==> config.mk <==
export PLATFORM = sky130hd
export DESIGN_NAME = task_sleep_timer_bank_top_flat
export DESIGN_NICKNAME = d
export VERILOG_FILES = /design/src/rtl/tstb_pkg.sv /design/src/rtl/tstb_chan_if.sv /design/src/rtl/task_sleep_timer_bank_top.sv /design/src/rtl/tstb_ram.sv /design/src/flat_wrapper.sv
export SDC_FILE = /design/constraint.sdc
export NUM_CORES = 1
export LEC_CHECK = 0
export BUFFER_PORTS_ARGS = -buffer_cell sky130_fd_sc_hd__buf_2
export CELL_PAD_IN_SITES_DETAIL_PLACEMENT = 1
export CELL_PAD_IN_SITES_GLOBAL_PLACEMENT = 2
export CORE_AREA = 2 2 217 219
export CTS_CLUSTER_DIAMETER = 150
export CTS_CLUSTER_SIZE = 25
export DETAILED_ROUTE_END_ITERATION = 6
export DIE_AREA = 0 0 219 221
export PLACE_DENSITY_LB_ADDON = 0.1
export SETUP_SLACK_MARGIN = 0.2
export SLEW_MARGIN = 5
export SYNTH_ARGS = -nofsm -noshare
export SYNTH_HDL_FRONTEND = slang
export SYNTH_SLANG_ARGS = --single-unit
==> constraint.sdc <==
create_clock -name clk -period 12.6 [get_ports clk]
set_input_delay 1.26 -clock clk [delete_from_list [all_inputs] [get_ports clk]]
set_output_delay 1.26 -clock clk [all_outputs]
set_load 0.02 [all_outputs]
==> src/rtl/tstb_pkg.sv <==
// Package for the task sleep timer bank.
// Holds the request and response payload types and the mode codes.
// No dependencies.
`timescale 1ns / 1ps
`default_nettype none

package tstb_pkg;

  localparam int IdBits   = 3;
  localparam int TimeIn   = 32;
  localparam int MaskBits = 8;

  localparam logic MODE_SLEEP = 1'b0;
  localparam logic MODE_TICK  = 1'b1;

  typedef struct packed {
    logic              mode;
    logic [IdBits-1:0] task_id;
    logic [TimeIn-1:0] sleep_time;
  } req_t;

  typedef struct packed {
    logic [MaskBits-1:0] woken_mask;
    logic [MaskBits-1:0] runnable_mask;
  } rsp_t;

  typedef logic [MaskBits-1:0] cfg_t;

endpackage

`default_nettype wire

==> src/rtl/tstb_chan_if.sv <==
// Valid/ready channel interface used for requests, responses and configuration.
// The payload type is a parameter; types come from tstb_pkg.
`timescale 1ns / 1ps
`default_nettype none

interface tstb_chan_if #(
  parameter type payload_t = logic
);
  logic     valid;
  logic     ready;
  payload_t data;

  modport source (output valid, output data, input ready);
  modport sink (input valid, input data, output ready);
endinterface

`default_nettype wire

==> src/rtl/task_sleep_timer_bank_top.sv <==
// Task sleep timer bank: one sleep counter and asleep flag per task.
// Depends on tstb_pkg, tstb_chan_if and tstb_ram.
//
// Usage:
// A request on req either puts one task to sleep (mode MODE_SLEEP, task_id,
// sleep_time) or advances time by one tick (mode MODE_TICK). Each request
// produces exactly one response on rsp with the mask of tasks woken by it and
// the mask of enabled tasks that are awake afterwards. The cfg channel writes
// the task enable register; it is always ready. The user is to write it only
// while idle; the block does not enforce this. A sleep request goes from idle
// to the finish state, which loads the response register once it is free and
// returns to idle to take the next request. A tick walks the counters one task
// per cycle through a single decrementer and the counter RAM, whose registered
// read port reads each counter ahead of its decrement, then finishes the same
// way. A finished response is held in an output register, so a new request is
// accepted while it waits; if the receiver still stalls when the next response
// is ready, the sequencer waits for the register to drain.
// Reset clears all asleep flags, the enable register and the response valid.
`timescale 1ns / 1ps
`default_nettype none

module task_sleep_timer_bank_top
  import tstb_pkg::*;
#(
  parameter int TASKS     = 8,
  parameter int TIME_BITS = 32
) (
  input wire logic clk,
  input wire logic rst,
  tstb_chan_if.sink   req,
  tstb_chan_if.source rsp,
  tstb_chan_if.sink   cfg
);

  localparam int AW = (TASKS > 1) ? $clog2(TASKS) : 1;
  localparam int CW = $clog2(TASKS + 1);
  localparam logic [63:0] TimeMax = (64'd1 << TIME_BITS) - 64'd1;
  localparam logic [CW-1:0] LastStep = CW'(TASKS);
  localparam logic [MaskBits-1:0] TaskMask =
    (TASKS >= MaskBits) ? {MaskBits{1'b1}} : MaskBits'((64'd1 << TASKS) - 64'd1);

  typedef enum logic [1:0] {
    ST_IDLE,
    ST_WALK,
    ST_FINISH
  } state_t;

  state_t                state;
  logic [CW-1:0]         step;
  logic [TASKS-1:0]      asleep;
  logic [TASKS-1:0]      woken;
  logic [MaskBits-1:0]   task_enable;

  logic                  req_fire;
  logic                  id_ok;
  logic [63:0]           t_wide;
  logic [TIME_BITS-1:0]  load_val;
  logic [CW-1:0]         prev_step;
  logic [AW-1:0]         proc_idx;
  logic                  proc_active;
  logic [TIME_BITS-1:0]  rd_data;
  logic [TIME_BITS-1:0]  dec_val;
  logic                  ram_we;
  logic [AW-1:0]         ram_waddr;
  logic [TIME_BITS-1:0]  ram_wdata;
  logic [AW-1:0]         ram_raddr;
  logic [IdBits+4:0]     id_wide;
  logic                  slot_free;

  assign req.ready = (state == ST_IDLE);
  assign cfg.ready = 1'b1;
  assign req_fire  = req.valid && req.ready;
  assign slot_free = !rsp.valid || rsp.ready;

  assign id_wide = (IdBits + 5)'(req.data.task_id);
  assign id_ok   = (32'(id_wide) < TASKS);

  always_comb begin
    t_wide = 64'(req.data.sleep_time);
    if (t_wide > TimeMax) begin
      t_wide = TimeMax;
    end
    if (t_wide == 64'd0) begin
      t_wide = 64'd1;
    end
    load_val = t_wide[TIME_BITS-1:0];
  end

  assign prev_step   = step - CW'(1);
  assign proc_idx    = prev_step[AW-1:0];
  assign proc_active = (state == ST_WALK) && (step != '0);
  assign dec_val     = rd_data - TIME_BITS'(1);
  assign ram_raddr   = (step < LastStep) ? step[AW-1:0] : '0;

  always_comb begin
    if (state == ST_IDLE) begin
      ram_we    = req_fire && (req.data.mode == MODE_SLEEP) && id_ok;
      ram_waddr = id_wide[AW-1:0];
      ram_wdata = load_val;
    end else begin
      ram_we    = proc_active && asleep[proc_idx];
      ram_waddr = proc_idx;
      ram_wdata = dec_val;
    end
  end

  tstb_ram #(
    .WIDTH (TIME_BITS),
    .DEPTH (TASKS)
  ) u_count_ram (
    .clk   (clk),
    .we    (ram_we),
    .waddr (ram_waddr),
    .wdata (ram_wdata),
    .raddr (ram_raddr),
    .rdata (rd_data)
  );

  always_ff @(posedge clk) begin
    if (rst) begin
      state       <= ST_IDLE;
      step        <= '0;
      asleep      <= '0;
      woken       <= '0;
      task_enable <= '0;
      rsp.valid   <= 1'b0;
    end else begin
      if (cfg.valid && cfg.ready) begin
        task_enable <= cfg.data;
      end
      if (rsp.valid && rsp.ready && (state != ST_FINISH)) begin
        rsp.valid <= 1'b0;
      end
      unique case (state)
        ST_IDLE: begin
          if (req_fire) begin
            woken <= '0;
            step  <= '0;
            if (req.data.mode == MODE_TICK) begin
              state <= ST_WALK;
            end else begin
              if (id_ok) begin
                asleep[id_wide[AW-1:0]] <= 1'b1;
              end
              state <= ST_FINISH;
            end
          end
        end
        ST_WALK: begin
          if (proc_active && asleep[proc_idx] && (dec_val == '0)) begin
            asleep[proc_idx] <= 1'b0;
            woken[proc_idx]  <= 1'b1;
          end
          if (step == LastStep) begin
            state <= ST_FINISH;
          end else begin
            step <= step + CW'(1);
          end
        end
        ST_FINISH: begin
          if (slot_free) begin
            rsp.valid              <= 1'b1;
            rsp.data.woken_mask    <= MaskBits'(woken);
            rsp.data.runnable_mask <= task_enable & ~MaskBits'(asleep) & TaskMask;
            state                  <= ST_IDLE;
          end
        end
        default: begin
          state <= ST_IDLE;
        end
      endcase
    end
  end

  // A task is never reported woken while still asleep.
  a_woken_awake: assert property (@(posedge clk) disable iff (rst)
    (woken & asleep) == '0)
    else $error("woken task still marked asleep");

  // A new response is only produced by the finish step of the sequencer.
  a_rsp_from_finish: assert property (@(posedge clk) disable iff (rst)
    $rose(rsp.valid) |-> $past(state) == ST_FINISH)
    else $error("response raised outside the finish step");

  // The request channel stays closed during the counter walk.
  a_walk_no_req: assert property (@(posedge clk) disable iff (rst)
    (state == ST_WALK) |-> !req.ready)
    else $error("request channel ready during the counter walk");

  // A sleep request wakes no task.
  a_sleep_no_wake: assert property (@(posedge clk) disable iff (rst)
    (req_fire && req.data.mode == MODE_SLEEP) |=> woken == '0)
    else $error("sleep request reported a woken task");

endmodule

`default_nettype wire

==> src/rtl/tstb_ram.sv <==
// Generic simple dual-port RAM with one write port and a registered read port.
// No dependencies.
`timescale 1ns / 1ps
`default_nettype none

module tstb_ram #(
  parameter int WIDTH = 32,
  parameter int DEPTH = 8,
  localparam int AW = (DEPTH > 1) ? $clog2(DEPTH) : 1
) (
  input  wire logic             clk,
  input  wire logic             we,
  input  wire logic [AW-1:0]    waddr,
  input  wire logic [WIDTH-1:0] wdata,
  input  wire logic [AW-1:0]    raddr,
  output logic      [WIDTH-1:0] rdata
);

  logic [WIDTH-1:0] mem [DEPTH];

  always_ff @(posedge clk) begin
    if (we) begin
      mem[waddr] <= wdata;
    end
    rdata <= mem[raddr];
  end

endmodule

`default_nettype wire

==> src/flat_wrapper.sv <==
// flat-port wrapper written by rule: the top's interface ports become plain ports
module task_sleep_timer_bank_top_flat import tstb_pkg::*;
#(
  parameter int TASKS     = 8,
  parameter int TIME_BITS = 32
)
  (clk, rst, req_valid, req_data, req_ready, rsp_valid, rsp_data, rsp_ready, cfg_valid, cfg_data, cfg_ready);
  tstb_chan_if #(.payload_t(req_t)) req_i ();
  tstb_chan_if #(.payload_t(rsp_t)) rsp_i ();
  tstb_chan_if #(.payload_t(cfg_t)) cfg_i ();
  input wire logic clk;
  input wire logic rst;
  input wire logic [$bits(req_i.valid)-1:0] req_valid;
  input wire logic [$bits(req_i.data)-1:0] req_data;
  output wire logic [$bits(req_i.ready)-1:0] req_ready;
  output wire logic [$bits(rsp_i.valid)-1:0] rsp_valid;
  output wire logic [$bits(rsp_i.data)-1:0] rsp_data;
  input wire logic [$bits(rsp_i.ready)-1:0] rsp_ready;
  input wire logic [$bits(cfg_i.valid)-1:0] cfg_valid;
  input wire logic [$bits(cfg_i.data)-1:0] cfg_data;
  output wire logic [$bits(cfg_i.ready)-1:0] cfg_ready;
  assign req_i.valid = req_valid;
  assign req_i.data = req_data;
  assign req_ready = req_i.ready;
  assign rsp_valid = rsp_i.valid;
  assign rsp_data = rsp_i.data;
  assign rsp_i.ready = rsp_ready;
  assign cfg_i.valid = cfg_valid;
  assign cfg_i.data = cfg_data;
  assign cfg_ready = cfg_i.ready;
  task_sleep_timer_bank_top #(.TASKS(TASKS), .TIME_BITS(TIME_BITS)) u_core (.clk(clk), .rst(rst), .req(req_i), .rsp(rsp_i), .cfg(cfg_i));
endmodule
After elaboration in Yosys (flattened, before gate mapping). Memories as Yosys holds them, arrays and structs flattened. A register that Yosys moved wholly into a read port is not among the register bits. Index checks and enable logic that the tools add are counted.

Register bits: 47. RAM bits: 256. Output and inout port bits: 19. Word-level logic and storage cells: 91. Memories: 1.

$add $sub $neg: 3. Magnitude comparators: 6. Equality and inequality tests: 11. Multiplexer cells: 32. Bitwise logic cells: 8. Reductions and logical operators: 22.

Memory list: u_core.u_count_ram.mem (words 8, width 32, rd ports 1, clocked after memory_dff 1, write ports 1, line tstb_ram.sv:19) `logic [WIDTH-1:0] mem [DEPTH];`.

Operator list (count): zero test 32 bit (2); 2-to-1 mux 32 bit (2); 2-to-1 mux 8 bit (6); one-hot mux 8 bit (2 select lines) (2); subtractor 32 x 1 -> 32 bit, second input constant (1); bitwise AND 8 bit (2); inverter 8 bit (2); OR 8 bit (2); != test 2 bit, second input constant (7); < comparator 3 x 4 -> 1 bit, second input constant (3); AND reduction 3 bit (4); logical AND 1 bit (10); 2-to-1 mux 1 bit (9); 2-to-1 mux 2 bit (4); 2-to-1 mux 4 bit (2); one-hot mux 4 bit (2 select lines) (1); demux 1 bit (select 3 bit) (2); greater-or-equal comparator 3 x 1 -> 1 bit, second input constant (2); 2-to-1 mux 3 bit (2); one-hot mux 2 bit (3 select lines) (1); AND reduction 5 bit (1); adder 4 x 1 -> 4 bit, second input constant (1); equality test 4 bit, second input constant (1); < comparator 4 bit, second input constant (1); other kinds (11) (12).

Logic depth before layout (Yosys ltp).
Depth in word-level cells: 9. Gate-level depth with buffers: 13. Gate-level depth less buffers: 9.

Hierarchy. A second synthesis with hierarchy kept.

Cell total of the unflattened synthesis: 811. Area total of the unflattened synthesis: 13673.1 sq um.

Modules (own cells, without submodules): tstb_ram (instances 1, cells each 415, area an instance 10466.3 sq um, seq. area each 8328.0 sq um); task_sleep_timer_bank_top (instances 1, cells each 396, area an instance 3206.8 sq um, seq. area each 1101.1 sq um).

Least setup slack after synthesis. OpenSTA, ideal clock, no wires.

Path type: flip-flop to flip-flop. Start point: register u_core.step[0]. End point: memory u_core.u_count_ram.mem[1][0], enable pin. Library setup time: 421 ps. Data arrival time: 3562 ps. Required time: 12179 ps. Path slack: 8617 ps. Cell stages (with the launch flop): 12. Clock period less this slack: 3983 ps. Path through: dfxtp_1 -> clkbuf_1 -> buf_1 -> inv_1 -> ha_1 -> xor2_1 -> nor2_1 -> a22oi_1 -> and3_1 -> nand2b_1 -> nand2b_1 -> nor2_1.

Cells in the longest elaborated chain, start to end: 7. Elaborated cells between the ends (all ways): 10. Those cells by class: 1 x add/sub; 6 x mux; 3 x reduce/logical.

RTL lines: start: declaration (line task_sleep_timer_bank_top.sv:49) `logic [CW-1:0] step;`; start signal: assignment (line task_sleep_timer_bank_top.sv:157) `step <= step + CW'(1);`; subtractor 3 x 1 -> 3 bit (line task_sleep_timer_bank_top.sv:89) `assign prev_step = step - CW'(1);`; binary-select mux 1 bit (select 3 bit) (line task_sleep_timer_bank_top.sv:101) `ram_we = proc_active && asleep[proc_idx];`; 2-to-1 mux 1 bit (not written as such) (line task_sleep_timer_bank_top.sv:101); logical AND 1 bit (line task_sleep_timer_bank_top.sv:101); 2-to-1 mux 1 bit (line task_sleep_timer_bank_top.sv:96) `if (state == ST_IDLE) begin`; 2-to-1 mux 1 bit (line tstb_ram.sv:22) `if (we) begin`; 2-to-1 mux 1 bit (not written as such) (line tstb_ram.sv:23) `mem[waddr] <= wdata;`; end: declaration (line tstb_ram.sv:19).

Parallel ways exist; a longest one is shown, timed or not. The select of a mux whose other input is x is not followed.

Worst setup path after layout.
Start point: register u_core.step[0]. End point: memory u_core.u_count_ram.mem[3][28], enable pin.

Same word-level chain as after synthesis.

==> metrics.md <==
| Metric | Value |
|---|---|
| Status | complete, no violations |
| Critical Path AT | 4.31 ns |
| Worst slew pin tran | 1.16 ns |
| First-pass GRT wire length | 54900 um |
| Yosys Warn Count | 0 |
| Seq cells post-synth | 335 |
| Flip-flop and latch area | 9430 um^2 |
| IO Port Bufs | 66 |
| Synthesized-area fraction occupied by adder cells | 0.367% |
| CP delay by family, top | simple AND/OR/NAND/NOR gates |
| Worst Path Required | 12.80 ns |
| Die height | 221 um |
| Final antenna-violating net count | 0 |
| Worst min-delay path class | flop to flop |
| Largest net degree at the start of global routing | 46 |
| Worst-path clk slew | about 0.10 ns |
| Max stage delay cell, worst path | buf_4 |
| Initial core utilization | 29.6% |
| Worst ir drop on vdd | 0.0000900 V |
| Max incr delay on CP | 0.61 ns |
| Placed cell area | approximately 15000 um^2 |
| Initial antenna violation count | 0 |
| RSZ-0062 raised after global routing | false |
| First-pass DRT Iterations | 4 |
| Synth Area in Simple Gates | 8.59% |
| N_diodes | 0 |
| Distinct cells, synth | 58 |
| # Max-Cap Violations | 0 |
| Worst setup EP type | flop |
| Internal | 1.57 mW |
| Post-synth EDFFs | 272 |
| Clk network pwr share | 29.9% |
| Nets@finish | 943 |
| CTS buffer count | 17 |
| Detailed-route vias per instance | 4.90 |
| Cell Area, Synth | 13600 um^2 |
| Area grow syn2layout | 11.7% |
| Hold Buf Count CTS | 0 |
| Post-synthesis compound-gate area fraction | 3.96% |
| Core Area | ~46000 um^2 |
| Max Freq | about 240 MHz |
| Post-Route WL | 36800 um |
| Combinational family with the most area after synthesis | multiplexers |
| IO Pins | 68 |
| Mux cell area share after synthesis | 14.3% |
| XOR/XNOR share of the synthesized area | 1.80% |
| Fill cells | 4765 |
| CP Launch Type | flop |
| Syn avg cell area | 16.3 um^2 |
| Syn Inst Count | 834 |
| Post-cts resize count | 0 |
| Setup WS post-layout | 8.50 ns |
| Final Hold Fails | 0 |
| CP max FO | 43 |
| Htree depth | 1 |
| Kind of critical path | flop to flop |
| Leak | between 4 and 5 nW |
| Gr usage total | 15.3% |
| CTS sink cnt | 335 |
| Worst skew pair latency | 0.54 ns |
| Final period utilization | roughly a third |
| Clock Path Buffers | 3 |
| Clock Tree Root | clkbuf_16 |
| Critical path buffers and inverters | 3 |
| Max-slew violations | 0 |
| Post-synthesis async set-or-reset flop share | 0% |
| Iteration-0 DRC Markers | between 300 and 400 |
| Sequential-to-total area share from yosys stat | between 60% and 70% |
| Power Dens Cells | about 140 nW/um^2 |
| Vias in the first global route | 8179 |
| Layout Skew | 0.0268 ns |
| Reg power frac | 61.4% |
| Fin crit period | 4.10 ns |
| Fraction of layout cells with a size suffix above 1 | between 20% and 30% |
| DRC | 0 |
| Combinational share of power | 8.7% |
| Die width | between 200 and 250 um |
| Post-CTS Setup Bufs | 0 |
| Avg WL per Cell | 24.4 um |
| Hpwl dp | 24000 um |
| Design Area, Final | 15200 um^2 |
| Die area | 48400 um^2 |
| Mapped Nets | 887 |
| Cell Chain, Critical Path | buf_4, inv_1, ha_1, xor2_1, nor2_1, a22oi_1, and3_1, nand2b_1, nand2b_1, nor2_4, buf_4 |
| Pre-CTS WS | 8.49 ns |
| Slew HR | 22.8% |
| Remaining Overflow, GRT | 0 |
| Multi-input logic area | 4030 um^2 |
| Final setup vio count | 0 |
| Sw Pwr | ~0.5 mW |
| Sw Share | 24.1% |
| Via count | 7386 |
| Core Rows | 79 |
| Main synth FF type | edfxtp_1 |
| TritonCTS clock tree | built |
| Final RePlAce weighted congestion | 0.763 |
| Setup TNS | 0 ns |
cells in the final DEF (no fill, tap or decap), types with 11 or more instances in the layout:
| cell | synthesis | layout |
|---|---|---|
| buf_4 | 2 | 15 |
| o21ai_0 | 15 | 15 |
| dfxtp_1 | 63 | 61 |
| clkbuf_16 | 0 | 17 |
| edfxtp_1 | 272 | 272 |
| mux2i_1 | 14 | 14 |
| nor3_1 | 23 | 23 |
| mux2_2 | 32 | 32 |
| xnor2_1 | 18 | 18 |
| nand2_1 | 31 | 31 |
| buf_2 | 2 | 66 |
| nor2b_1 | 14 | 14 |
| inv_1 | 15 | 15 |
| nand4_1 | 18 | 18 |
| clkbuf_1 | 31 | 11 |
| nor2_1 | 61 | 52 |
| nor4_1 | 16 | 16 |
| a21oi_1 | 30 | 30 |
| mux4_2 | 64 | 64 |
cell usage after synthesis (all sizes together) (2+ instances only):
library cell / count / area [um^2]
nor4: 20 / 168
xnor2: 18 / 158
buf: 13 / 66.3
nand4: 19 / 134
mux2: 32 / 360
nor2: 61 / 229
inv: 16 / 60.1
nor3: 23 / 115
nand2: 31 / 116
a21oi: 30 / 150
or4: 5 / 45.0
edfxtp: 272 / 8170
nand3: 5 / 25.0
a21o: 3 / 22.5
mux4: 64 / 1440
or2: 2 / 12.5
clkbuf: 31 / 116
o21ai: 20 / 100
dfxtp: 63 / 1260
a31oi: 9 / 56.3
a211oi: 7 / 77.6
or3: 7 / 43.8
nor3b: 3 / 22.5
nor4b: 2 / 17.5
a22o: 2 / 17.5
nand2b: 10 / 62.6
nor2b: 14 / 87.6
and3: 5 / 41.3
o41ai: 2 / 17.5
mux2i: 14 / 140
ha: 4 / 50.1
xor2: 10 / 87.6
o31ai: 4 / 43.8
layer usage:
layer	GRT usage (%)	routed length [um]	vias up
li1	-	-	3357
met2	25.8	18300	119
met4	3.68	673	0
met5	0	0	-
met3	2.23	1370	31
met1	20.8	16500	3879
area by class of cell:
| class | count | area share, % |
|---|---|---|
| inverter | 16 | 0.395 |
| timing repair buffer | 81 | 2.91 |
| clock inverter | 2 | 0.164 |
| multi-input combinational | 439 | 26.5 |
| tap | 607 | 4.99 |
| clock buffer | 28 | 3.07 |
| sequential | 335 | 62.0 |
cells by family (layout without fill, tap and decap cells):
group	count (synthesis)	in the layout
AOI/OAI and AO/OA	83	83
other	1	1
adders and majority gates	4	4
xor gates and xnor gates	28	28
buffers and inverters	60	127
muxes	110	110
DFF	335	335
and+or+nand+nor	213	213
power groups by stage:
| stage | Clock [mW] | Combinational (mW) | Sequential, mW |
|---|---|---|---|
| global route | 0.680 | 0.200 | 1.27 |
| CTS | 0.646 | 0.184 | 1.27 |
| finish | 0.619 | 0.179 | 1.27 |
| floorplan | 0 | 0.109 | 1.29 |
| global placement | 0 | 0.178 | 1.29 |
| detailed placement | 0 | 0.184 | 1.30 |
registers in the layout, indices dropped and copies added, names as in the netlist:
register and flops:
u_core.step 4, u_core.task_enable 8, u_core.u_count_ram.mem 256, u_core.rsp.data 16
u_core.rsp.valid 1, u_core.u_count_ram.rdata 32, u_core.asleep 8, u_core.woken 8
u_core.state 2
metrics by stage:
stage          power [mW]  utilization [%]  instances  hold WS [ns]
2_1_floorplan        1.40                -        834         0.408
3_3_place_gp         1.47             32.0       1478         0.420
3_5_place_dp         1.48             32.0       1478         0.424
4_1_cts              2.10             33.0       1508         0.450
5_1_grt              2.15             33.0       1508         0.466
6_report             2.07             33.0       1508         0.443
worst paths after layout:
kind	startpoint	endpoint	slack, ns	cells after the start
worst max-delay path	u_core.step[0]$_SDFFE_PP0P_	u_core.u_count_ram.mem[3][28]$_DFFE_PP_	8.50	11
worst min-delay path	u_core.woken[7]$_SDFFE_PP0P_	u_core.rsp.data[15]$_DFFE_PP_	0.44	0
worst max register to register	u_core.step[0]$_SDFFE_PP0P_	u_core.u_count_ram.mem[3][28]$_DFFE_PP_	8.50	11
worst min register to register	u_core.woken[7]$_SDFFE_PP0P_	u_core.rsp.data[15]$_DFFE_PP_	0.44	0
(Power assumes the default switching activity.)
